**src/rtl/core/crc_checked_status_frame_decoder_macros.svh**
```systemverilog
// ----------------------------------------------------------------------------
// Assertion macros for the status frame decoder
// Shared property forms. They expect clk and rst_n in scope.
// ----------------------------------------------------------------------------
`ifndef CRC_CHECKED_STATUS_FRAME_DECODER_MACROS_SVH
`define CRC_CHECKED_STATUS_FRAME_DECODER_MACROS_SVH

// The consequent must hold in the same cycle as the antecedent.
`define CSFD_ASSERT_NOW(label, ante, cons, msg) \
    label: assert property (@(posedge clk) disable iff (!rst_n) (ante) |-> (cons)) \
        else $error(msg);

// The consequent must hold in the cycle after the antecedent.
`define CSFD_ASSERT_NEXT(label, ante, cons, msg) \
    label: assert property (@(posedge clk) disable iff (!rst_n) (ante) |=> (cons)) \
        else $error(msg);

`endif

```
**src/rtl/core/csfd_pkg.sv**
```systemverilog
// ----------------------------------------------------------------------------
// csfd_pkg
// Types, constants and the CRC step shared by the frame decoder modules.
// ----------------------------------------------------------------------------
package csfd_pkg;

    localparam int STORE_BYTES = 30;
    localparam int CRC_BYTES   = 28;
    localparam int JOB_BYTES   = 24;
    localparam int STORE_IDX_W = 5;

    localparam logic [15:0] MODBUS_POLY_REFL = 16'hA001;
    localparam logic [15:0] CRC_INIT         = 16'hFFFF;

    typedef enum logic [2:0] {
        REC_GAME   = 3'd0,
        REC_CAR_A  = 3'd1,
        REC_CAR_B  = 3'd2,
        REC_PASS0  = 3'd3,
        REC_PASS1  = 3'd4,
        REC_REJECT = 3'd5
    } rec_kind_t;

    typedef logic [JOB_BYTES-1:0][7:0] job_bytes_t;

    typedef struct packed {
        logic       ok;
        job_bytes_t bytes;
    } frame_job_t;

    typedef struct packed {
        logic       valid;
        frame_job_t job;
    } queue_head_t;

    typedef struct packed {
        rec_kind_t   record_kind;
        logic [8:0]  pos_x;
        logic [8:0]  pos_y;
        logic        flag_bit;
        logic        task_bit;
        logic [1:0]  game_state;
        logic [15:0] value_word;
        logic [7:0]  count_pick;
        logic [7:0]  count_get;
        logic [7:0]  count_send;
        logic        last_record;
    } record_t;

    // Reflected CRC-16 update over one byte, eight shift steps.
    function automatic logic [15:0] crc16_byte(input logic [15:0] crc, input logic [7:0] b);
        logic [15:0] c;
        c = crc ^ {8'h00, b};
        for (int k = 0; k < 8; k++)
        begin
            c = c[0] ? ((c >> 1) ^ MODBUS_POLY_REFL) : (c >> 1);
        end
        return c;
    endfunction

endpackage

```
**src/rtl/core/crc_checked_status_frame_decoder.sv**
```systemverilog
// ----------------------------------------------------------------------------
// crc_checked_status_frame_decoder
// Checks a CRC-16/MODBUS protected status frame and emits its records.
//
//   Channel   Dir   tdata / tuser / tlast
//   s_axis    in    byte_value / - / frame_end
//   m_axis    out   packed record fields / record_kind / last_record
//
// One byte is taken per cycle while the queue has room; the byte CRC update is combinational.
// A good frame yields five records and a bad or short one yields one reject,
// each record leaving the output register once the one before has been taken.
// A two-frame queue lets the input run on while records are still sent.
// The input stalls only while that queue is full. Reset is asynchronous.
// ----------------------------------------------------------------------------
`include "crc_checked_status_frame_decoder_macros.svh"

module crc_checked_status_frame_decoder #(
    parameter int FRAME_BYTES = 32
) (
    input  logic        clk,
    input  logic        rst_n,
    input  logic        s_tvalid,
    output logic        s_tready,
    input  logic [7:0]  s_tdata,   // byte_value[7:0]
    input  logic        s_tlast,
    output logic        m_tvalid,
    input  logic        m_tready,
    output logic [63:0] m_tdata,   // pos_x, pos_y, flag_bit, task_bit, game_state,
                                   // value_word, count_pick, count_get, count_send
    output logic [2:0]  m_tuser,   // record_kind
    output logic        m_tlast
);
    import csfd_pkg::*;

    logic        q_full;
    logic        q_push;
    logic        q_pop;
    frame_job_t  q_job;
    queue_head_t q_head;
    record_t     rec;

    csfd_front #(
        .FRAME_BYTES(FRAME_BYTES)
    ) u_front (
        .clk       (clk),
        .rst_n     (rst_n),
        .byte_value(s_tdata),
        .frame_end (s_tlast),
        .in_valid  (s_tvalid),
        .in_ready  (s_tready),
        .full      (q_full),
        .push      (q_push),
        .job       (q_job)
    );

    csfd_queue u_queue (
        .clk  (clk),
        .rst_n(rst_n),
        .push (q_push),
        .job  (q_job),
        .pop  (q_pop),
        .full (q_full),
        .head (q_head)
    );

    csfd_back u_back (
        .clk      (clk),
        .rst_n    (rst_n),
        .head     (q_head),
        .pop      (q_pop),
        .out_valid(m_tvalid),
        .out_ready(m_tready),
        .out_rec  (rec)
    );

    assign m_tdata = {2'b00, rec.count_send, rec.count_get, rec.count_pick,
                      rec.value_word, rec.game_state, rec.task_bit, rec.flag_bit,
                      rec.pos_y, rec.pos_x};
    assign m_tuser = rec.record_kind;
    assign m_tlast = rec.last_record;

    `CSFD_ASSERT_NOW(a_reject_is_last, m_tvalid && (m_tuser == REC_REJECT), m_tlast, "reject record not last")
    `CSFD_ASSERT_NOW(a_pass1_is_last, m_tvalid && (m_tuser == REC_PASS1), m_tlast, "passenger 1 record not last")
    `CSFD_ASSERT_NOW(a_last_kind, m_tvalid && !m_tlast, m_tuser < REC_PASS1, "bad kind before frame end")
    `CSFD_ASSERT_NEXT(a_records_follow, m_tvalid && m_tready && !m_tlast, m_tvalid && (m_tuser == $past(m_tuser) + 3'd1), "record sequence broken")

endmodule

```
**src/rtl/core/csfd_front.sv**
```systemverilog
// ----------------------------------------------------------------------------
// csfd_front
// Takes frame bytes, keeps the first 30, runs the CRC and hands a checked
// frame to the queue at frame end.
// ----------------------------------------------------------------------------
module csfd_front #(
    parameter int FRAME_BYTES = 32
) (
    input  logic                 clk,
    input  logic                 rst_n,
    input  logic [7:0]           byte_value,
    input  logic                 frame_end,
    input  logic                 in_valid,
    output logic                 in_ready,
    input  logic                 full,
    output logic                 push,
    output csfd_pkg::frame_job_t job
);
    import csfd_pkg::*;

    localparam int SEEN_W = $clog2(FRAME_BYTES + 1);
    localparam logic [SEEN_W-1:0] SEEN_STORE = SEEN_W'(STORE_BYTES);
    localparam logic [SEEN_W-1:0] SEEN_CRC   = SEEN_W'(CRC_BYTES);
    localparam logic [SEEN_W-1:0] SEEN_CHECK = SEEN_W'(STORE_BYTES - 1);
    localparam logic [SEEN_W-1:0] SEEN_MAX   = SEEN_W'(FRAME_BYTES);

    logic [15:0]                     crc_reg;
    logic [15:0]                     crc_next;
    logic [SEEN_W-1:0]               seen_reg;
    logic [SEEN_W-1:0]               seen_next;
    logic [STORE_BYTES-1:0][7:0]     store_reg;
    logic [STORE_BYTES-1:0][7:0]     store_next;
    logic                            accept;
    logic                            ok;

    assign in_ready = !full;
    assign accept   = in_valid && in_ready;
    assign push     = accept && frame_end;

    always_comb
    begin
        store_next = store_reg;
        if (seen_reg < SEEN_STORE)
        begin
            store_next[seen_reg[STORE_IDX_W-1:0]] = byte_value;
        end
    end

    always_comb
    begin
        crc_next  = crc_reg;
        seen_next = seen_reg;
        if (accept)
        begin
            if (frame_end)
            begin
                crc_next  = CRC_INIT;
                seen_next = '0;
            end
            else
            begin
                if (seen_reg < SEEN_CRC)
                begin
                    crc_next = crc16_byte(crc_reg, byte_value);
                end
                if (seen_reg < SEEN_MAX)
                begin
                    seen_next = seen_reg + SEEN_W'(1);
                end
            end
        end
    end

    // Bytes 28 and 29 are outside the CRC, so the stored CRC is final here.
    assign ok = (seen_reg >= SEEN_CHECK) &&
                (crc_reg == {store_next[CRC_BYTES], store_next[CRC_BYTES + 1]});

    assign job.ok    = ok;
    assign job.bytes = store_next[JOB_BYTES-1:0];

    always_ff @(posedge clk or negedge rst_n)
    begin
        if (!rst_n)
        begin
            crc_reg  <= CRC_INIT;
            seen_reg <= '0;
        end
        else
        begin
            crc_reg  <= crc_next;
            seen_reg <= seen_next;
        end
    end

    always_ff @(posedge clk)
    begin
        if (accept)
        begin
            store_reg <= store_next;
        end
    end

endmodule

```
**src/rtl/core/csfd_queue.sv**
```systemverilog
// ----------------------------------------------------------------------------
// csfd_queue
// Two-entry queue of checked frames between the front and the back.
// ----------------------------------------------------------------------------
module csfd_queue (
    input  logic                  clk,
    input  logic                  rst_n,
    input  logic                  push,
    input  csfd_pkg::frame_job_t  job,
    input  logic                  pop,
    output logic                  full,
    output csfd_pkg::queue_head_t head
);
    import csfd_pkg::*;

    logic       v0_reg;
    logic       v0_next;
    logic       v1_reg;
    logic       v1_next;
    frame_job_t d0_reg;
    frame_job_t d0_next;
    frame_job_t d1_reg;
    frame_job_t d1_next;

    always_comb
    begin
        v0_next = v0_reg;
        v1_next = v1_reg;
        d0_next = d0_reg;
        d1_next = d1_reg;
        if (pop)
        begin
            v0_next = v1_reg;
            d0_next = d1_reg;
            v1_next = 1'b0;
        end
        if (push)
        begin
            if (!v0_next)
            begin
                v0_next = 1'b1;
                d0_next = job;
            end
            else
            begin
                v1_next = 1'b1;
                d1_next = job;
            end
        end
    end

    always_ff @(posedge clk or negedge rst_n)
    begin
        if (!rst_n)
        begin
            v0_reg <= 1'b0;
            v1_reg <= 1'b0;
        end
        else
        begin
            v0_reg <= v0_next;
            v1_reg <= v1_next;
        end
    end

    always_ff @(posedge clk)
    begin
        d0_reg <= d0_next;
        d1_reg <= d1_next;
    end

    assign full       = v1_reg;
    assign head.valid = v0_reg;
    assign head.job   = d0_reg;

endmodule

```
**src/rtl/core/csfd_back.sv**
```systemverilog
// ----------------------------------------------------------------------------
// csfd_back
// Turns the frame at the head of the queue into records, placed in an output
// register one per cycle while the receiver keeps taking them.
// ----------------------------------------------------------------------------
module csfd_back (
    input  logic                  clk,
    input  logic                  rst_n,
    input  csfd_pkg::queue_head_t head,
    output logic                  pop,
    output logic                  out_valid,
    input  logic                  out_ready,
    output csfd_pkg::record_t     out_rec
);
    import csfd_pkg::*;

    rec_kind_t  idx_reg;
    rec_kind_t  idx_next;
    logic       valid_reg;
    logic       valid_next;
    record_t    rec_reg;
    record_t    rec_next;
    record_t    build;
    logic       load;
    logic       rec_last;
    job_bytes_t m;

    assign m        = head.job.bytes;
    assign load     = head.valid && (!valid_reg || out_ready);
    assign rec_last = !head.job.ok || (idx_reg == REC_PASS1);
    assign pop      = load && rec_last;

    always_comb
    begin
        build = '0;
        if (!head.job.ok)
        begin
            build.record_kind = REC_REJECT;
            build.last_record = 1'b1;
        end
        else
        begin
            build.record_kind = idx_reg;
            case (idx_reg)
                REC_GAME:
                begin
                    build.pos_x      = {m[3][3], m[12]};
                    build.pos_y      = {m[3][2], m[13]};
                    build.flag_bit   = m[3][1];
                    build.game_state = m[2][7:6];
                    build.value_word = {m[0], m[1]};
                end
                REC_CAR_A:
                begin
                    build.pos_x      = {m[2][3], m[4]};
                    build.pos_y      = {m[2][2], m[5]};
                    build.flag_bit   = m[2][5];
                    build.task_bit   = m[3][0];
                    build.value_word = {m[14], m[15]};
                    build.count_pick = m[18];
                    build.count_get  = m[20];
                    build.count_send = m[22];
                end
                REC_CAR_B:
                begin
                    build.pos_x      = {m[2][1], m[6]};
                    build.pos_y      = {m[2][0], m[7]};
                    build.flag_bit   = m[2][4];
                    build.task_bit   = ~m[3][0];
                    build.value_word = {m[16], m[17]};
                    build.count_pick = m[19];
                    build.count_get  = m[21];
                    build.count_send = m[23];
                end
                REC_PASS0:
                begin
                    build.pos_x = {m[3][7], m[8]};
                    build.pos_y = {m[3][6], m[9]};
                end
                REC_PASS1:
                begin
                    build.pos_x       = {m[3][5], m[10]};
                    build.pos_y       = {m[3][4], m[11]};
                    build.last_record = 1'b1;
                end
                default:
                begin
                    build.record_kind = REC_REJECT;
                    build.last_record = 1'b1;
                end
            endcase
        end
    end

    always_comb
    begin
        idx_next   = idx_reg;
        valid_next = valid_reg;
        rec_next   = rec_reg;
        if (load)
        begin
            valid_next = 1'b1;
            rec_next   = build;
            idx_next   = rec_last ? REC_GAME : rec_kind_t'(idx_reg + 3'd1);
        end
        else if (out_ready)
        begin
            valid_next = 1'b0;
        end
    end

    always_ff @(posedge clk or negedge rst_n)
    begin
        if (!rst_n)
        begin
            idx_reg   <= REC_GAME;
            valid_reg <= 1'b0;
            rec_reg   <= '0;
        end
        else
        begin
            idx_reg   <= idx_next;
            valid_reg <= valid_next;
            rec_reg   <= rec_next;
        end
    end

    assign out_valid = valid_reg;
    assign out_rec   = rec_reg;

endmodule
```
**config.mk**
```make
export PLATFORM = sky130hd
export DESIGN_NAME = crc_checked_status_frame_decoder
export DESIGN_NICKNAME = d
export VERILOG_FILES = /design/src/rtl/core/csfd_pkg.sv /design/src/rtl/core/crc_checked_status_frame_decoder.sv /design/src/rtl/core/csfd_front.sv /design/src/rtl/core/csfd_queue.sv /design/src/rtl/core/csfd_back.sv
export VERILOG_INCLUDE_DIRS = /design/src /design/src/rtl/core
export SDC_FILE = /design/constraint.sdc
export NUM_CORES = 1
export LEC_CHECK = 0
export BUFFER_PORTS_ARGS = -buffer_cell sky130_fd_sc_hd__buf_2
export CORE_UTILIZATION = 50
export CTS_BUF_LIST = sky130_fd_sc_hd__clkbuf_2 sky130_fd_sc_hd__clkbuf_4 sky130_fd_sc_hd__clkbuf_8
export CTS_CLUSTER_SIZE = 12
export DETAILED_ROUTE_END_ITERATION = 8
export PLACE_DENSITY = 0.77
export SYNTH_ARGS = -nofsm -noshare
export SYNTH_HDL_FRONTEND = slang
export SYNTH_SLANG_ARGS = --single-unit
```
**constraint.sdc**
```tcl
create_clock -name clk -period 14.6 [get_ports clk]
set_clock_uncertainty 0.1 [all_clocks]
set_input_delay 2.92 -clock clk [delete_from_list [all_inputs] [get_ports clk]]
set_output_delay 2.92 -clock clk [all_outputs]
set_load 0.01 [all_outputs]
```
==> impl_metrics.json, run 1 <==
{
  "status": "complete, no violations",
  "postCtsSetupBuffers": 0,
  "tightest_slew_ns": 1.284,
  "clkTransAtPathRegs_ns": 0.06,
  "maxCapViolCount": 0,
  "rows": 86,
  "yosysUniqueCellTypes": 61,
  "yosysTopAreaCell": "edfxtp_1",
  "startpoint_type": "input pin",
  "setup_violations": 0,
  "worst-setup-path-type": "in -> reg",
  "async_reset_ff_share_pct": 13.66,
  "leakage_nw": 12.42,
  "insertion_delay_ns": 0.71,
  "core_um2": 55090,
  "largest_reg_flops": 208,
  "reg2reg_depth": 6,
  "crit_required_ns": 15.02,
  "htreeDepth": 3,
  "netlist_instances": 2129,
  "placed_cells": 2832,
  "rsz0062_at_grt": "no",
  "grt_use_total_pct": 22.61,
  "die_w_um": 238.0,
  "cp_max_fo": 136,
  "synth_edf_count": 401,
  "finalHoldViolations": 0,
  "power_density_nw_per_um2": 214.3,
  "fin_util_pct": 56.59,
  "slowest_stage": "buf_4",
  "min_period_ns": 6.132,
  "fmax_mhz": 163.1,
  "place.gp.congestion": 0.8464,
  "crit_arrival_ns": 6.55,
  "drt-pass1-iter-count": 7,
  "period_share_pct": 42.00,
  "syn2layout_area_growth_pct": 11.99,
  "ys_ff_latch": 688,
  "fin_ws_ns": 8.468,
  "layout.cells.non_filler": 3035,
  "ir_drop_mv": 0.1651,
  "routed_wirelength_um": 64400,
  "max_slew_margin_pct": 14.40,
  "hold_path.class": "reg -> reg",
  "cts_tree": "built",
  "tns_ns": 0,
  "antenna_found_initial": 1,
  "cts_resized": 0,
  "cts_made_buffers": 106,
  "num_vias": 17473,
  "crit_path_end_kind": "flip-flop",
  "synth_commonest_cells": "edfxtp_1 (401), nand2_1 (307), o21ai_0 (279), mux2i_1 (201), dfxtp_1 (193)",
  "clock-sinks": 688,
  "maxSlewViolCount": 0,
  "nNetsFinal": 2215,
  "worst-path-buf-inv": 3,
  "synth.avg_cell_area_um2": 13.08,
  "drive_gt1_share_pct": 21.57,
  "synthDominantCellAreaShare_pct": 43.25,
  "numPortBuffers": 80,
  "critical_path.top_delay_family": "buffers and inverters",
  "netlist_area_um2": 27840,
  "pin_count": 83,
  "grt_pass1_vias": 17341,
  "grt.overflow.total": 0,
  "synth.most_common_cell": "edfxtp_1",
  "holdPathStages": 2,
  "cts_max_path_buffers": 3,
  "dpl_worst_slack_ns": 7.807,
  "synth_top_cells_by_area": "edfxtp_1 (43%), dfxtp_1 (14%), mux2i_1 (7.2%)",
  "drc": 0,
  "postRouteAntennaNets": 0,
  "root_buffer": "clkbuf_8",
  "yosys_most_used_dff": "edfxtp_1",
  "start_util_pct": 50.53,
  "crit_top_cell": "buf_4",
  "avgViaCountPerCell": 5.757,
  "cpPeakStageDelay_ns": 0.99,
  "yosysWarnings": 0,
  "dp_hpwl_um": 36420,
  "drt-initial-drc-count": 1643,
  "path_cells": "buf_2 -> and2b_4 -> and2_1 -> a21boi_4 -> buf_4 -> buf_4 -> o21ai_0",
  "grt_first_pass_wirelength_um": 99750,
  "dieArea_um2": 56630,
  "holdBufCountCts": 0,
  "fillers": 4492,
  "cp.depth": 7,
  "dieHeight_um": 238.0,
  "grt_max_degree": 139,
  "post_drt_wl_per_cell_um": 21.22,
  "synth_seq_area_share_pct": 65.65
}
[routing by layer]
metal	up-vias	wire, um	global-route usage, %	part of all wire [%]
li1	7955	-	-	-
met3	113	4162	3.876	6.5
met5	-	0	0	0
met1	8751	28440	31.56	44
met4	0	1475	7.440	2.3
met2	654	30320	36.02	47
[cell usage in the layout (no fill, tap or decap), drive strengths merged, types with 21 or more instances in the layout]
cell | synthesis | final
o21ai | 280 | 280
mux2i | 201 | 201
edfxtp | 401 | 401
dfxtp | 193 | 193
buf | 56 | 102
clkbuf | 92 | 159
a222oi | 21 | 21
nor2 | 31 | 31
dfrtp | 78 | 78
mux2 | 166 | 166
clkinv | 1 | 32
nand2 | 307 | 307
a22oi | 63 | 63
a22o | 37 | 37
inv | 29 | 32
[where the power goes]
part           internal, mW  switching [mW]
sequential             2.76           0.282
combinational         0.730            1.14
clock                  1.02           0.746
[logic make-up (layout without fill, tap and decap cells)]
logic type	Yosys count	after routing	share of synthesized area (%)
AND/OR/NAND/NOR	404	404	6.135
AO/OA/AOI/OAI	451	451	10.04
buffers and inverters	178	334	2.669
multiplexers	367	367	13.94
XOR/XNOR	30	30	1.106
adder cells (fa/ha/maj)	10	10	0.4494
flip-flops	688	688	65.65
other	1	3	0.01347
[layout make-up]
cell class              instances  area [um^2]  share of cell area, %
flip-flops and latches        688        18280                  58.62
multi-input cells            1264         8864                  28.43
clock buffers                 159         1994                  6.397
well taps                     748        935.9                  3.002
repair buffers                102        580.6                  1.862
clock inverters                43        410.4                  1.316
inverters                      30        112.6                 0.3612
diodes                          1        2.502               0.008026
[worst reg2reg max path, stage by stage (launching register included)]
cell and delay, ns:
dfrtp_1 0.41, and2b_4 0.62, and2_1 0.42, a21boi_4 0.47
buf_4 0.99, buf_4 0.86, o21ai_0 0.29
[worst paths after layout]
kind / startpoint / end / slack, ns
min in group asynchronous: rst_n / u_back.out_rec[26] / 2.16
max in group asynchronous: rst_n / u_back.idx_reg[0] / 11.02
worst max-delay path: s_tvalid / u_queue.head[183] / 8.47
worst max register to register: u_queue.full / u_queue.head[183] / 10.27
worst min-delay path: u_back.out_rec[2] / u_back.out_rec[2] / 0.38
worst min register to register: u_back.out_rec[2] / u_back.out_rec[2] / 0.38
[per-stage QoR]
step	hold WS (ns)	power, mW	area [um^2]
detailed placement	0.3701	4.921	28770
global placement	0.3564	4.818	28770
CTS	0.3823	6.690	31170
floorplan	0.3492	4.356	27840
global route	0.4029	7.018	31180
finish	0.3759	6.681	31180
Note: power is estimated with default switching activity, not from simulation.
==> inputs of run 2 (changes only) <==
--- a/config.mk
+++ b/config.mk
@@ -11,7 +11,7 @@
 export CTS_BUF_LIST = sky130_fd_sc_hd__clkbuf_2 sky130_fd_sc_hd__clkbuf_4 sky130_fd_sc_hd__clkbuf_8
 export CTS_CLUSTER_SIZE = 12
 export DETAILED_ROUTE_END_ITERATION = 8
-export PLACE_DENSITY = 0.77
+export PLACE_DENSITY = 0.8
 export SYNTH_ARGS = -nofsm -noshare
 export SYNTH_HDL_FRONTEND = slang
 export SYNTH_SLANG_ARGS = --single-unit
==> constraint.sdc (replaced) <==
create_clock -name clk -period 5 [get_ports clk]
set_clock_uncertainty 0.1 [all_clocks]
set_input_delay 1 -clock clk [delete_from_list [all_inputs] [get_ports clk]]
set_output_delay 1 -clock clk [all_outputs]
set_load 0.01 [all_outputs]
==> impl_metrics.json, run 2 (same netlist as run 1, synthesis figures left out) <==
{
  "critical_path.top_delay_family": "simple AND/OR/NAND/NOR gates",
  "maxCapViolCount": 0,
  "crit_required_ns": 5.22,
  "drt-pass1-iter-count": 9,
  "cts_resized": 0,
  "pin_count": 83,
  "worst-setup-path-type": "reg -> reg",
  "core_um2": 55090,
  "period_share_pct": 70.81,
  "power_frac_clock_pct": 25.6,
  "clock-sinks": 688,
  "antenna_found_initial": 0,
  "postCtsSetupBuffers": 0,
  "fin_ws_ns": 1.459,
  "dieHeight_um": 238.0,
  "cp_max_fo": 78,
  "cts_made_buffers": 104,
  "place.gp.congestion": 0.8917,
  "insertion_delay_ns": 0.69,
  "crit_path_end_kind": "flip-flop",
  "rsz0062_at_grt": "no",
  "rows": 86,
  "cts_max_path_buffers": 3,
  "total_power_mw": 19.34,
  "clkTransAtPathRegs_ns": 0.06,
  "p_comb_share_pct": 28.4,
  "p_int_mw": 13.02,
  "startpoint_type": "flip-flop",
  "slowest_stage": "and3_4",
  "cts_tree": "built",
  "fin_util_pct": 56.63,
  "max_slew_margin_pct": 17.48,
  "dieArea_um2": 56630,
  "most-common-layout-cells": "edfxtp_1 (401), nand2_1 (305), o21ai_0 (279), mux2i_1 (201), dfxtp_1 (193)",
  "postRouteAntennaNets": 0,
  "numPortBuffers": 80,
  "largest_reg_flops": 208,
  "start_util_pct": 50.53,
  "nNetsFinal": 2221,
  "num_vias": 17534,
  "worst-path-buf-inv": 3,
  "tightest_slew_ns": 1.233,
  "min_period_ns": 3.541,
  "grt_use_total_pct": 22.52,
  "seq_power_share_pct": 46.0,
  "drive_gt1_share_pct": 21.56,
  "post_drt_wl_per_cell_um": 20.95,
  "drc": 0,
  "p_sw_share_pct": 32.70,
  "path_cells": "inv_1 -> ha_1 -> buf_4 -> and2_1 -> nand2b_1 -> nand3_1 -> and3_4 -> buf_12",
  "p_switching_mw": 6.326,
  "die_w_um": 238.0,
  "leakage_nw": 12.42,
  "root_buffer": "clkbuf_8",
  "finalHoldViolations": 0,
  "htreeDepth": 3,
  "crit_arrival_ns": 3.76,
  "setup_violations": 0,
  "hold_path.class": "in -> async",
  "fmax_mhz": 282.4,
  "holdBufCountCts": 0,
  "cpPeakStageDelay_ns": 0.83,
  "power_density_nw_per_um2": 620.0,
  "grt_max_degree": 156,
  "grt.overflow.total": 0,
  "grt_pass1_vias": 17752,
  "avgViaCountPerCell": 5.777,
  "final_common_cell": "edfxtp_1",
  "ir_drop_mv": 0.3571,
  "status": "complete, no violations",
  "grt_first_pass_wirelength_um": 99690,
  "maxSlewViolCount": 0,
  "hold_ws_ns": 0.2843,
  "routed_wirelength_um": 63580,
  "syn2layout_area_growth_pct": 12.06,
  "dp_hpwl_um": 36860,
  "n_antenna_cell": 0,
  "dpl_worst_slack_ns": 1.299,
  "drt-initial-drc-count": 1952
}
[run 2: cell types whose count changed in the layout (fill, tap and decap cells not counted), sizes merged]
cell,previous run,this run
clkbuf,159,149
diode,1,0
clkinv,32,38
buf,102,110
bufinv,8,7
inv,32,30
[run 2: power groups by stage]
stage | logic, mW | clock network, mW | registers [mW]
after floorplan | 3.82 | 0 | 8.82
after global placement | 5.19 | 0 | 8.89
after detailed placement | 5.43 | 0 | 8.98
after CTS | 5.45 | 5.02 | 8.89
after global routing | 6.00 | 5.28 | 9.06
final | 5.49 | 4.96 | 8.90
[run 2: final cells by class]
cell class	instances	area (um^2)
fillers	4345	23900
flip-flops and latches	688	18280
multi-input cells	1264	8864
clock buffers	149	1876
well taps	748	935.9
repair buffers	110	740.7
clock inverters	46	391.6
inverters	30	112.6
[run 2: metrics by stage]
step,TNS (ns),cells,area [um^2]
global placement,0,2840,28930
global route,0,3035,31200
floorplan,-23.03,2130,27850
finish,0,3035,31200
CTS,0,3035,31200
detailed placement,0,2840,28930
[run 2: final timing paths]
path | end | startpoint | slack [ns] | cells after the start
worst max-delay path | u_queue.d1_reg[30] | u_back.idx_reg[0] | 1.46 | 8
worst min-delay path | u_back.out_rec[29] | rst_n | 0.28 | 1
worst max register to register | u_queue.d1_reg[30] | u_back.idx_reg[0] | 1.46 | 8
worst min register to register | u_back.out_rec[20] | u_back.out_rec[20] | 0.37 | 2
max in group asynchronous | u_back.out_rec[11] | rst_n | 3.51 | 2
min in group clk | u_back.out_rec[20] | u_back.out_rec[20] | 0.37 | 2
[run 2: routing by layer]
layer	track usage [%]	part of all wire [%]
met2	35.94	46
met3	4.697	7.6
met4	7.362	2.5
met1	30.82	44
met5	0	0
